File: config.mk
export PLATFORM = sky130hd
export DESIGN_NAME = touch_key_press_classifier_core
export DESIGN_NICKNAME = d
export VERILOG_FILES = /design/src/design/tkpc_pkg.sv /design/src/design/touch_key_press_classifier_core.sv
export SDC_FILE = /design/constraint.sdc
export NUM_CORES = 1
export LEC_CHECK = 0
export ABC_AREA = 1
export BUFFER_PORTS_ARGS = -buffer_cell sky130_fd_sc_hd__clkbuf_2
export CORE_MARGIN = 2
export CORE_UTILIZATION = 51
export DETAILED_ROUTE_END_ITERATION = 16
export PLACE_DENSITY = 0.69
export SLEW_MARGIN = 5
export SYNTH_ARGS = -nofsm -noshare
export SYNTH_HDL_FRONTEND = slang
export SYNTH_SLANG_ARGS = --single-unit
File: constraint.sdc
create_clock -name clk -period 20.6 [get_ports clk]
set_input_delay 0 -clock clk [delete_from_list [all_inputs] [get_ports clk]]
set_output_delay 0 -clock clk [all_outputs]
set_load 0.005 [all_outputs]
File: src/design/tkpc_pkg.sv
// Shared types and constants for the touch key press classifier.
// No dependencies; imported by touch_key_press_classifier_core.
`default_nettype none

package tkpc_pkg;

    // Fixed field widths
    localparam int unsigned KEY_W    = 2;
    localparam int unsigned SAMPLE_W = 16;
    localparam int unsigned TIME_W   = 32;
    localparam int unsigned WEIGHT_W = 9;

    // Keys that own a threshold register
    localparam int unsigned THRESHOLD_REGS = 3;
    localparam int unsigned KEY_COUNT_DEF  = 3;

    // Filter weight full scale
    localparam logic [WEIGHT_W-1:0] FULL_WEIGHT = 9'd256;

    // Stream payload widths
    localparam int unsigned IN_DATA_W  = 48;  // raw_sample, now_ms
    localparam int unsigned OUT_DATA_W = 24;  // flags, baseline, zero fill

    // Configuration port
    localparam int unsigned CFG_INDEX_W = 3;
    localparam int unsigned CFG_DATA_W  = 16;

    localparam logic [CFG_INDEX_W-1:0] REG_KEY0_THR   = 3'd0;
    localparam logic [CFG_INDEX_W-1:0] REG_KEY1_THR   = 3'd1;
    localparam logic [CFG_INDEX_W-1:0] REG_KEY2_THR   = 3'd2;
    localparam logic [CFG_INDEX_W-1:0] REG_DEBOUNCE   = 3'd3;
    localparam logic [CFG_INDEX_W-1:0] REG_LONG_PRESS = 3'd4;
    localparam logic [CFG_INDEX_W-1:0] REG_WEIGHT     = 3'd5;
    localparam logic [CFG_INDEX_W-1:0] REG_SPIKE      = 3'd6;

    // Reset values
    localparam logic [SAMPLE_W-1:0] THR_RESET        = 16'd40;
    localparam logic [SAMPLE_W-1:0] DEBOUNCE_RESET   = 16'd50;
    localparam logic [SAMPLE_W-1:0] LONG_PRESS_RESET = 16'd1000;
    localparam logic [WEIGHT_W-1:0] WEIGHT_RESET     = 9'd4;
    localparam logic [SAMPLE_W-1:0] SPIKE_RESET      = 16'd20;

    typedef enum logic [1:0] {
        PH_IDLE     = 2'd0,
        PH_PRESSING = 2'd1,
        PH_PRESSED  = 2'd2,
        PH_LONG     = 2'd3
    } phase_t;

endpackage : tkpc_pkg

`default_nettype wire

File: src/design/touch_key_press_classifier_core.sv
// Touch key press classifier, top level.
// Depends on tkpc_pkg for widths, register indexes, reset values and phase type.
//
// Usage:
//   s_* stream: one touch sample per word. s_tuser carries the key index,
//   s_tdata the raw sample and the millisecond timestamp.
//   m_* stream: exactly one result word per input word, in order. m_tuser
//   carries the key index, m_tdata the event flags and tracked baseline.
//   cfg_*: register writes (index, data), always ready; the user must write
//   only while the block is idle, which the block itself does not enforce.
//   An accepted word passes the input register, then the result register.
//   Throughput: one word per cycle while the receiver does not stall;
//   the per-key state is read and written in the stage between the two
//   registers, so words for the same key may follow back to back.
//   When the receiver stalls, the result register holds and the input
//   register fills; s_tready drops only when both are full.
//   Reset: all keys idle, baselines and press start times zero, registers
//   at their defaults, both streams empty.
//   A key index at or beyond the live key count changes no state and returns
//   zero flags and a zero baseline.
`default_nettype none

module touch_key_press_classifier_core
    import tkpc_pkg::*;
#(
    parameter int unsigned KEY_COUNT = KEY_COUNT_DEF
) (
    input  wire logic                   clk,
    input  wire logic                   rst_n,
    // slave stream
    input  wire logic                   s_tvalid,
    output logic                        s_tready,
    input  wire logic [IN_DATA_W-1:0]   s_tdata,   // [15:0] raw_sample, [47:16] now_ms
    input  wire logic [KEY_W-1:0]       s_tuser,   // [1:0] key_index
    // master stream
    output logic                        m_tvalid,
    input  wire logic                   m_tready,
    output logic [OUT_DATA_W-1:0]       m_tdata,   // [0] short_press, [1] long_press,
                                                   // [2] held, [18:3] tracked_baseline,
                                                   // [23:19] zero
    output logic [KEY_W-1:0]            m_tuser,   // [1:0] key_id
    // configuration writes
    input  wire logic                   cfg_valid,
    output logic                        cfg_ready,
    input  wire logic [CFG_INDEX_W-1:0] cfg_index,
    input  wire logic [CFG_DATA_W-1:0]  cfg_data
);

    localparam int unsigned LIVE_KEYS =
        (KEY_COUNT < THRESHOLD_REGS) ? KEY_COUNT : THRESHOLD_REGS;

    // ---------------- configuration registers ----------------
    logic [SAMPLE_W-1:0] thr_reg [THRESHOLD_REGS];
    logic [SAMPLE_W-1:0] debounce_reg;
    logic [SAMPLE_W-1:0] long_press_reg;
    logic [WEIGHT_W-1:0] weight_reg;
    logic [SAMPLE_W-1:0] spike_reg;

    assign cfg_ready = 1'b1;

    always_ff @(posedge clk or negedge rst_n)
    begin
        if (!rst_n)
        begin
            for (int i = 0; i < THRESHOLD_REGS; i++)
            begin
                thr_reg[i] <= THR_RESET;
            end
            debounce_reg   <= DEBOUNCE_RESET;
            long_press_reg <= LONG_PRESS_RESET;
            weight_reg     <= WEIGHT_RESET;
            spike_reg      <= SPIKE_RESET;
        end
        else if (cfg_valid && cfg_ready)
        begin
            case (cfg_index)
                REG_KEY0_THR:   thr_reg[0]     <= cfg_data;
                REG_KEY1_THR:   thr_reg[1]     <= cfg_data;
                REG_KEY2_THR:   thr_reg[2]     <= cfg_data;
                REG_DEBOUNCE:   debounce_reg   <= cfg_data;
                REG_LONG_PRESS: long_press_reg <= cfg_data;
                REG_WEIGHT:     weight_reg     <= cfg_data[WEIGHT_W-1:0];
                REG_SPIKE:      spike_reg      <= cfg_data;
                default:        ;
            endcase
        end
    end

    // ---------------- input register ----------------
    logic                in_valid_reg;
    logic [KEY_W-1:0]    in_key_reg;
    logic [SAMPLE_W-1:0] in_raw_reg;
    logic [TIME_W-1:0]   in_now_reg;

    logic out_free;
    logic advance;

    assign out_free = !m_tvalid || m_tready;
    assign advance  = in_valid_reg && out_free;
    assign s_tready = !in_valid_reg || out_free;

    always_ff @(posedge clk or negedge rst_n)
    begin
        if (!rst_n)
        begin
            in_valid_reg <= 1'b0;
        end
        else if (s_tready)
        begin
            in_valid_reg <= s_tvalid;
        end
    end

    always_ff @(posedge clk)
    begin
        if (s_tvalid && s_tready)
        begin
            in_key_reg <= s_tuser;
            in_raw_reg <= s_tdata[SAMPLE_W-1:0];
            in_now_reg <= s_tdata[SAMPLE_W+TIME_W-1:SAMPLE_W];
        end
    end

    // ---------------- per-key state ----------------
    phase_t              phase_reg    [LIVE_KEYS];
    logic [TIME_W-1:0]   start_reg    [LIVE_KEYS];
    logic [SAMPLE_W-1:0] baseline_reg [LIVE_KEYS];

    // select the addressed key
    logic                key_live;
    phase_t              cur_phase;
    logic [TIME_W-1:0]   cur_start;
    logic [SAMPLE_W-1:0] cur_base;
    logic [SAMPLE_W-1:0] cur_thr;

    always_comb
    begin
        key_live  = 1'b0;
        cur_phase = PH_IDLE;
        cur_start = '0;
        cur_base  = '0;
        cur_thr   = '0;
        for (int i = 0; i < LIVE_KEYS; i++)
        begin
            if (in_key_reg == KEY_W'(i))
            begin
                key_live  = 1'b1;
                cur_phase = phase_reg[i];
                cur_start = start_reg[i];
                cur_base  = baseline_reg[i];
                cur_thr   = thr_reg[i];
            end
        end
    end

    // baseline filter: only small rises are blended in
    logic [WEIGHT_W-1:0]   w_sat;
    logic [WEIGHT_W-1:0]   w_inv;
    logic [SAMPLE_W-1:0]   rise;
    logic                  follow;
    logic [SAMPLE_W+8:0]   acc;
    logic [SAMPLE_W-1:0]   base_next;

    always_comb
    begin
        w_sat  = (weight_reg > FULL_WEIGHT) ? FULL_WEIGHT : weight_reg;
        w_inv  = FULL_WEIGHT - w_sat;
        rise   = in_raw_reg - cur_base;
        follow = (in_raw_reg >= cur_base) && (rise <= spike_reg);
        acc    = (SAMPLE_W+9)'(cur_base) * (SAMPLE_W+9)'(w_inv)
               + (SAMPLE_W+9)'(in_raw_reg) * (SAMPLE_W+9)'(w_sat);
        base_next = follow ? acc[SAMPLE_W+7:8] : cur_base;
    end

    // phase machine
    logic              touched;
    logic [TIME_W-1:0] elapsed;
    phase_t            phase_next;
    logic              start_load;
    logic              short_ev;
    logic              long_ev;

    always_comb
    begin
        touched    = in_raw_reg < cur_thr;
        elapsed    = in_now_reg - cur_start;
        phase_next = cur_phase;
        start_load = 1'b0;
        short_ev   = 1'b0;
        long_ev    = 1'b0;
        case (cur_phase)
            PH_IDLE:
            begin
                if (touched)
                begin
                    phase_next = PH_PRESSING;
                    start_load = 1'b1;
                end
            end
            PH_PRESSING:
            begin
                if (!touched)
                    phase_next = PH_IDLE;
                else if (elapsed >= TIME_W'(debounce_reg))
                    phase_next = PH_PRESSED;
            end
            PH_PRESSED:
            begin
                if (!touched)
                begin
                    phase_next = PH_IDLE;
                    short_ev   = 1'b1;
                end
                else if (elapsed >= TIME_W'(long_press_reg))
                begin
                    phase_next = PH_LONG;
                    long_ev    = 1'b1;
                end
            end
            PH_LONG:
            begin
                if (!touched)
                    phase_next = PH_IDLE;
            end
            default: phase_next = PH_IDLE;
        endcase
    end

    always_ff @(posedge clk or negedge rst_n)
    begin
        if (!rst_n)
        begin
            for (int i = 0; i < LIVE_KEYS; i++)
            begin
                phase_reg[i]    <= PH_IDLE;
                start_reg[i]    <= '0;
                baseline_reg[i] <= '0;
            end
        end
        else if (advance)
        begin
            for (int i = 0; i < LIVE_KEYS; i++)
            begin
                if (in_key_reg == KEY_W'(i))
                begin
                    phase_reg[i]    <= phase_next;
                    baseline_reg[i] <= base_next;
                    if (start_load)
                        start_reg[i] <= in_now_reg;
                end
            end
        end
    end

    // ---------------- result register ----------------
    logic                m_valid_reg;
    logic [KEY_W-1:0]    out_key_reg;
    logic                out_short_reg;
    logic                out_long_reg;
    logic                out_held_reg;
    logic [SAMPLE_W-1:0] out_base_reg;

    always_ff @(posedge clk or negedge rst_n)
    begin
        if (!rst_n)
        begin
            m_valid_reg <= 1'b0;
        end
        else if (out_free)
        begin
            m_valid_reg <= in_valid_reg;
        end
    end

    always_ff @(posedge clk)
    begin
        if (advance)
        begin
            out_key_reg   <= in_key_reg;
            out_short_reg <= key_live && short_ev;
            out_long_reg  <= key_live && long_ev;
            out_held_reg  <= key_live &&
                             ((phase_next == PH_PRESSED) || (phase_next == PH_LONG));
            out_base_reg  <= key_live ? base_next : '0;
        end
    end

    assign m_tvalid = m_valid_reg;
    assign m_tuser  = out_key_reg;
    assign m_tdata  = {5'b0, out_base_reg, out_held_reg, out_long_reg, out_short_reg};

endmodule : touch_key_press_classifier_core

`default_nettype wire

==> flow_summary.yaml, run 1 <==
run:
  maxCapViolCount: 0
drt:
  num_vias: 22136
  antenna_left: 0
  wl_per_cell_um: 17.1
  first_pass_iters: 6
  wirelength_um: 72200
  drc: 0
  drt_iter0_markers: 1756
  viasPerCell: 5.24
clock_network:
  htree_levels: 2
  cts_buffers: 38
  cts_root_buf: "clkbuf_16"
  cts.path.max_buffers: 3
  cts_setup_buffers: 0
  cts_resized: 0
  cts.reportedPaths.clkPinSlew_ns: 0.06
  cts.sinks: 328
  clk_latency_ns: 0.57
  cts_tree: "done"
  postCtsHoldBufs: 71
run_status:
  status: "finished clean"
die:
  core_mm2: 0.0524
  die_w_um: 234
  row_count: 84
  pin_count: 103
  start_util: 0.514
  die_height_um: 234
  dieArea_mm2: 0.0547
sta:
  hold_violations: 0
  rsz0062_at_grt: "false"
  min_period_ns: 8.45
  tns_ns: 0
  drv_slew: 0
  relSlewSlack: 0.186
  clock_skew_ns: 0.0336
  setup_ws_ns: 12.15
  tightest_slew_ns: 1.22
  max_clock_freq_mhz: 118
  fin_crit_sh: 0.410
  setup_viol: 0
critical_path:
  max_stage_delay_ns: 0.98
  path_max_fanout: 22
  cp-start-kind: "flip-flop"
  path_class: "reg2reg"
  required_ns: 20.89
  timing.reg2reg.setup_slack_ns: 12.15
  crit_slowest_cell: "nor2_1"
  cp_data_arrival_time_ns: 8.73
  endpoint_kind: "flip-flop"
cells_and_area:
  final_cells: 4222
  layout_commonest_cell: "nand2_1"
  n_antenna_cell: 0
  fillers: 4840
  area_growth_pct: 11.0
  mostFrequentLayoutCells: "873 x nand2_1, 658 x inv_1, 285 x o21ai_0"
  largest_reg_flops: 96
  fin_nets: 3994
  drive_gt1_frac: 0.0623
synthesis:
  seq_area_frac_synth: 0.319
  synth_area_per_cell_um2: 7.97
  ys_ff_latch: 328
  synth-simple-area-share: 0.193
  yosysWarnings: 0
  syn_inst: 3383
  synth_compound_area_frac: 0.103
  synth_mux_area_frac: 0
  ys_types: 54
  synth_xor_xnor_area_share: 0.0153
  syn_area_mm2: 0.0269
  synth_fa_ha_area_frac: 0.259
  synth_top_family_by_area: "adder cells"
global_routing:
  grt-ovfl-total: 0
  antenna_found_initial: 0
  grt_pass1_vias: 21868
  grt_max_degree: 97
  grt_use_total: 0.277
  grt_first_pass_wirelength_um: 117000
place:
  place_hpwl_um: 54300
  placedCellCount: 4081
  portBuffers: 96
  gp_congestion: 0.976
  dp_slack_ns: 12.32
hold_path:
  hold_class: "in2async"
## per-stage QoR
step	hold slack, ns	util	area, um2
2_1_floorplan	-0.296	-	27000
3_3_place_gp	0.0787	0.534	28000
3_5_place_dp	0.0758	0.534	28000
4_1_cts	0.0681	0.570	29900
5_1_grt	0.108	0.570	29900
6_report	0.0388	0.570	29900
## final timing paths
path	start	to	cells after the start
worst max register to register	weight_reg[8]$_DFFE_PN0P_	out_base_reg[11]$_SDFFCE_PN0P_	30
max in group asynchronous	rst_n	baseline_reg[25]$_DFFE_PN0P_	4
min in group clk	s_tuser[1]	in_key_reg[1]$_DFFE_PP_	2
worst min register to register	baseline_reg[46]$_DFFE_PN0P_	baseline_reg[46]$_DFFE_PN0P_	2
worst min-delay path	rst_n	thr_reg[9]$_DFFE_PN0P_	2
worst max-delay path	weight_reg[8]$_DFFE_PN0P_	out_base_reg[11]$_SDFFCE_PN0P_	30
## final cells by class
| type | count | area [um2] | share of cell area |
|---|---|---|---|
| sequential | 328 | 8590 | 0.287 |
| timing repair buffer | 190 | 1370 | 0.0459 |
| tap | 688 | 861 | 0.0288 |
| multi-input combinational | 2280 | 15400 | 0.514 |
| inverter | 666 | 2500 | 0.0836 |
| clock buffer | 52 | 1060 | 0.0356 |
| clock inverter | 18 | 148 | 0.00494 |
## metal layers
| metal | up-vias | part of all wire | track usage |
|---|---|---|---|
| li1 | 10692 | - | - |
| met1 | 10599 | 0.43 | 0.367 |
| met2 | 699 | 0.48 | 0.462 |
| met3 | 146 | 0.062 | 0.0404 |
| met4 | 0 | 0.038 | 0.102 |
| met5 | - | 0 | 0 |
## kinds of logic (layout without fill, tap and decap cells)
family                   after synthesis  count (layout)
AND/OR/NAND/NOR                     1303            1303
buffers and inverters                779             926
AO/OA/AOI/OAI                        508             508
adder cells (fa/ha/maj)              416             416
flip-flops                           328             328
XOR/XNOR                              47              47
other                                  2               6
## critical path, delay by kind of cell, from the launching register on
kind	cells	cell delay (ns)
adder cells (fa/ha/maj)	8	3.69
AND/OR/NAND/NOR	11	2.00
AO/OA/AOI/OAI	4	0.85
buffers and inverters	6	0.82
flip-flops	1	0.65
XOR/XNOR	1	0.18
## synth_stat cells (all sizes together)
master | number | area [um2]
buf | 47 | 259
nand3 | 85 | 430
and3 | 2 | 12.5
fa | 235 | 4700
and2 | 3 | 18.8
a31oi | 2 | 12.5
or2 | 7 | 43.8
xnor2 | 10 | 87.6
a32oi | 1 | 8.76
a211oi | 3 | 22.5
conb | 2 | 7.51
a22o | 15 | 131
nor3 | 23 | 126
clkinv | 4 | 15.0
a21o | 2 | 15.0
o21a | 6 | 45.0
a21oi | 130 | 654
o221ai | 12 | 105
o21ai | 302 | 1520
nand3b | 5 | 37.5
clkbuf | 66 | 251
o221a | 1 | 11.3
nand2 | 875 | 3290
inv | 662 | 2480
a21boi | 2 | 26.3
dfrtp | 239 | 5980
o21bai | 9 | 67.6
a221oi | 1 | 8.76
ha | 181 | 2260
nor4 | 2 | 12.5
nor2 | 282 | 1100
xor2 | 37 | 324
dfstp | 18 | 473
edfxtp | 71 | 2130
o211ai | 4 | 30.0
o22ai | 18 | 113
nand4 | 19 | 119
Power of run 1 is left out: the tool's default activity adds up to more than one toggle a clock period on the data nets, which glitch-free logic cannot reach.
==> inputs of run 2 (changes only) <==
- ABC_AREA: 1 -> 0
- clock period: 20.6 -> 8.8 ns (I/O delays scaled with it)
==> flow_summary.yaml, run 2 <==
die:
  pin_count: 103
  start_util: 0.514
  die_w_um: 231
  core_mm2: 0.0510
  row_count: 83
  dieArea_mm2: 0.0532
  die_height_um: 231
place:
  placedInstanceArea_mm2: 0.0274
  dp_slack_ns: 0.396
  place_hpwl_um: 50400
  portBuffers: 96
  gp_congestion: 0.933
clock_network:
  clk_latency_ns: 0.53
  cts_buffers: 35
  cts_setup_buffers: 0
  cts_tree: "done"
  cts.reportedPaths.clkPinSlew_ns: 0.06
  cts_root_buf: "clkbuf_16"
  cts.path.max_buffers: 3
  htree_levels: 2
  cts.sinks: 328
synthesis:
  synth_top_cell_area_share: 0.228
  yosysMostFrequentCell: "inv_1"
  yosysWarnings: 0
  synth_area_leaders: "dfrtp_1 23%, fa_1 18%, ha_1 8.6%"
  ys_ff_latch: 328
  syn_inst: 2607
  synth-async-reset-ratio: 0.784
  synth_common_cells: "373 x inv_1, 266 x nand2_1, 239 x dfrtp_1"
  ys_types: 69
  seq_area_frac_synth: 0.328
  synth_area_per_cell_um2: 10.0
  synthFlopType: "dfrtp_1"
  syn_area_mm2: 0.0262
  synth_top_area_cell: "dfrtp_1"
  synth_edf_count: 71
drt:
  drc: 0
  wl_per_cell_um: 19.6
  num_vias: 18914
  first_pass_iters: 5
  antenna_left: 0
  wirelength_um: 67200
  viasPerCell: 5.50
  drt_iter0_markers: 1097
cells_and_area:
  largest_reg_flops: 96
  area_growth_pct: 11.7
  fin_nets: 3222
  layout_commonest_cell: "inv_1"
  mostFrequentLayoutCells: "373 x inv_1, 266 x nand2_1, 238 x dfrtp_1"
  n_antenna_cell: 0
  drive_gt1_frac: 0.154
  fin_area_mm2: 0.0293
  fillers: 4362
critical_path:
  cp-start-kind: "flip-flop"
  path_max_fanout: 15
  max_stage_delay_ns: 0.97
  cp_data_arrival_time_ns: 8.72
  path_class: "reg2reg"
  crit_slowest_cell: "edfxtp_1"
  crit_path_frequent_cell: "fa_1"
  timing.reg2reg.setup_slack_ns: 0.49
  endpoint_kind: "flip-flop"
  required_ns: 9.21
global_routing:
  antenna_found_initial: 1
  grt-ovfl-total: 0
  grt_max_degree: 102
  grt_pass1_vias: 20424
  grt_use_total: 0.263
  grt_first_pass_wirelength_um: 109000
sta:
  setup_viol: 0
  max_clock_freq_mhz: 120
  hold_violations: 0
  setup_ws_ns: 0.492
  fin_crit_sh: 0.944
  clock_skew_ns: 0.0184
  tightest_slew_ns: 1.14
  relSlewSlack: 0.237
  min_period_ns: 8.31
  drv_slew: 0
  rsz0062_at_grt: "false"
  tns_ns: 0
run:
  maxCapViolCount: 0
hold_path:
  hold_class: "in2async"
run_status:
  status: "finished clean"
[run 2: changes by cell type after synthesis, moves of 45 or more]
cell | previous run | this run
a21o_1 | 2 | 47
and2_1 | 3 | 53
inv_1 | 659 | 373
mux2_2 | 0 | 196
mux2i_1 | 0 | 66
nand2_1 | 873 | 266
nand3_1 | 84 | 15
nor2_1 | 274 | 226
o21ai_0 | 285 | 106
[run 2: final timing paths]
path                                     startpoint                            end  cells past startpoint
max                         in_key_reg[0]$_DFFE_PP_   baseline_reg[31]$_DFFE_PN0P_                     27
min                                           rst_n      start_reg[49]$_DFFE_PN0P_                      2
max reg2reg                 in_key_reg[0]$_DFFE_PP_   baseline_reg[31]$_DFFE_PN0P_                     27
min reg2reg                phase_reg[0]$_DFFE_PN0P_       phase_reg[0]$_DFFE_PN0P_                      2
max in group asynchronous                     rst_n   debounce_reg[14]$_DFFE_PN0P_                      3
min in group clk                       cfg_index[0]  long_press_reg[5]$_DFFE_PN1P_                      5
[run 2: cells by family (layout without fill, tap and decap cells)]
group / Yosys count / after routing / share of synthesized area
muxes: 262 / 262 / 0.110
other: 2 / 6 / 0.000287
adders and majority gates: 416 / 416 / 0.266
DFF: 328 / 328 / 0.328
AOI/OAI and AO/OA: 360 / 360 / 0.0855
xor gates and xnor gates: 65 / 65 / 0.0217
and+or+nand+nor: 679 / 679 / 0.116
buffers and inverters: 495 / 642 / 0.0731
[run 2: final cells by class]
cell class	count	area [um2]	area share
Multi-Input combinational cell	1788	15800	0.539
Clock inverter	13	130	0.00445
Tap cell	680	851	0.0291
Clock buffer	50	1050	0.0358
Inverter	378	1420	0.0485
Timing Repair Buffer	201	1450	0.0497
Sequential cell	328	8590	0.294
[run 2: critical path, delay by kind of cell, from the launching register on]
| kind | cells | cell delay, ns |
|---|---|---|
| adders and majority gates | 7 | 3.43 |
| and+or+nand+nor | 4 | 0.47 |
| DFF | 1 | 0.97 |
| buffers and inverters | 5 | 0.53 |
| xor gates and xnor gates | 1 | 0.22 |
| AOI/OAI and AO/OA | 8 | 1.95 |
| muxes | 2 | 0.61 |
[run 2: repair_timing]
item,CTS,global route
hold endpoints to repair,250,0
gates resized for setup,0,4
hold buffers,70,0
endpoints found under the setup margin,0,4
[run 2: through the flow]
| stage | cells | utilization | hold slack [ns] |
|---|---|---|---|
| 2_1_floorplan | 2611 | - | -0.296 |
| 3_3_place_gp | 3305 | 0.537 | 0.0907 |
| 3_5_place_dp | 3305 | 0.537 | 0.0951 |
| 4_1_cts | 3438 | 0.573 | 0.0935 |
| 5_1_grt | 3438 | 0.574 | 0.158 |
| 6_report | 3438 | 0.574 | 0.0569 |
[run 2: routing by layer]
layer,part of all wire,GRT usage
met5,0.00019,0
met4,0.038,0.0960
met3,0.031,0.0233
met2,0.52,0.483
met1,0.41,0.321
Power of run 2 is left out for the same reason.
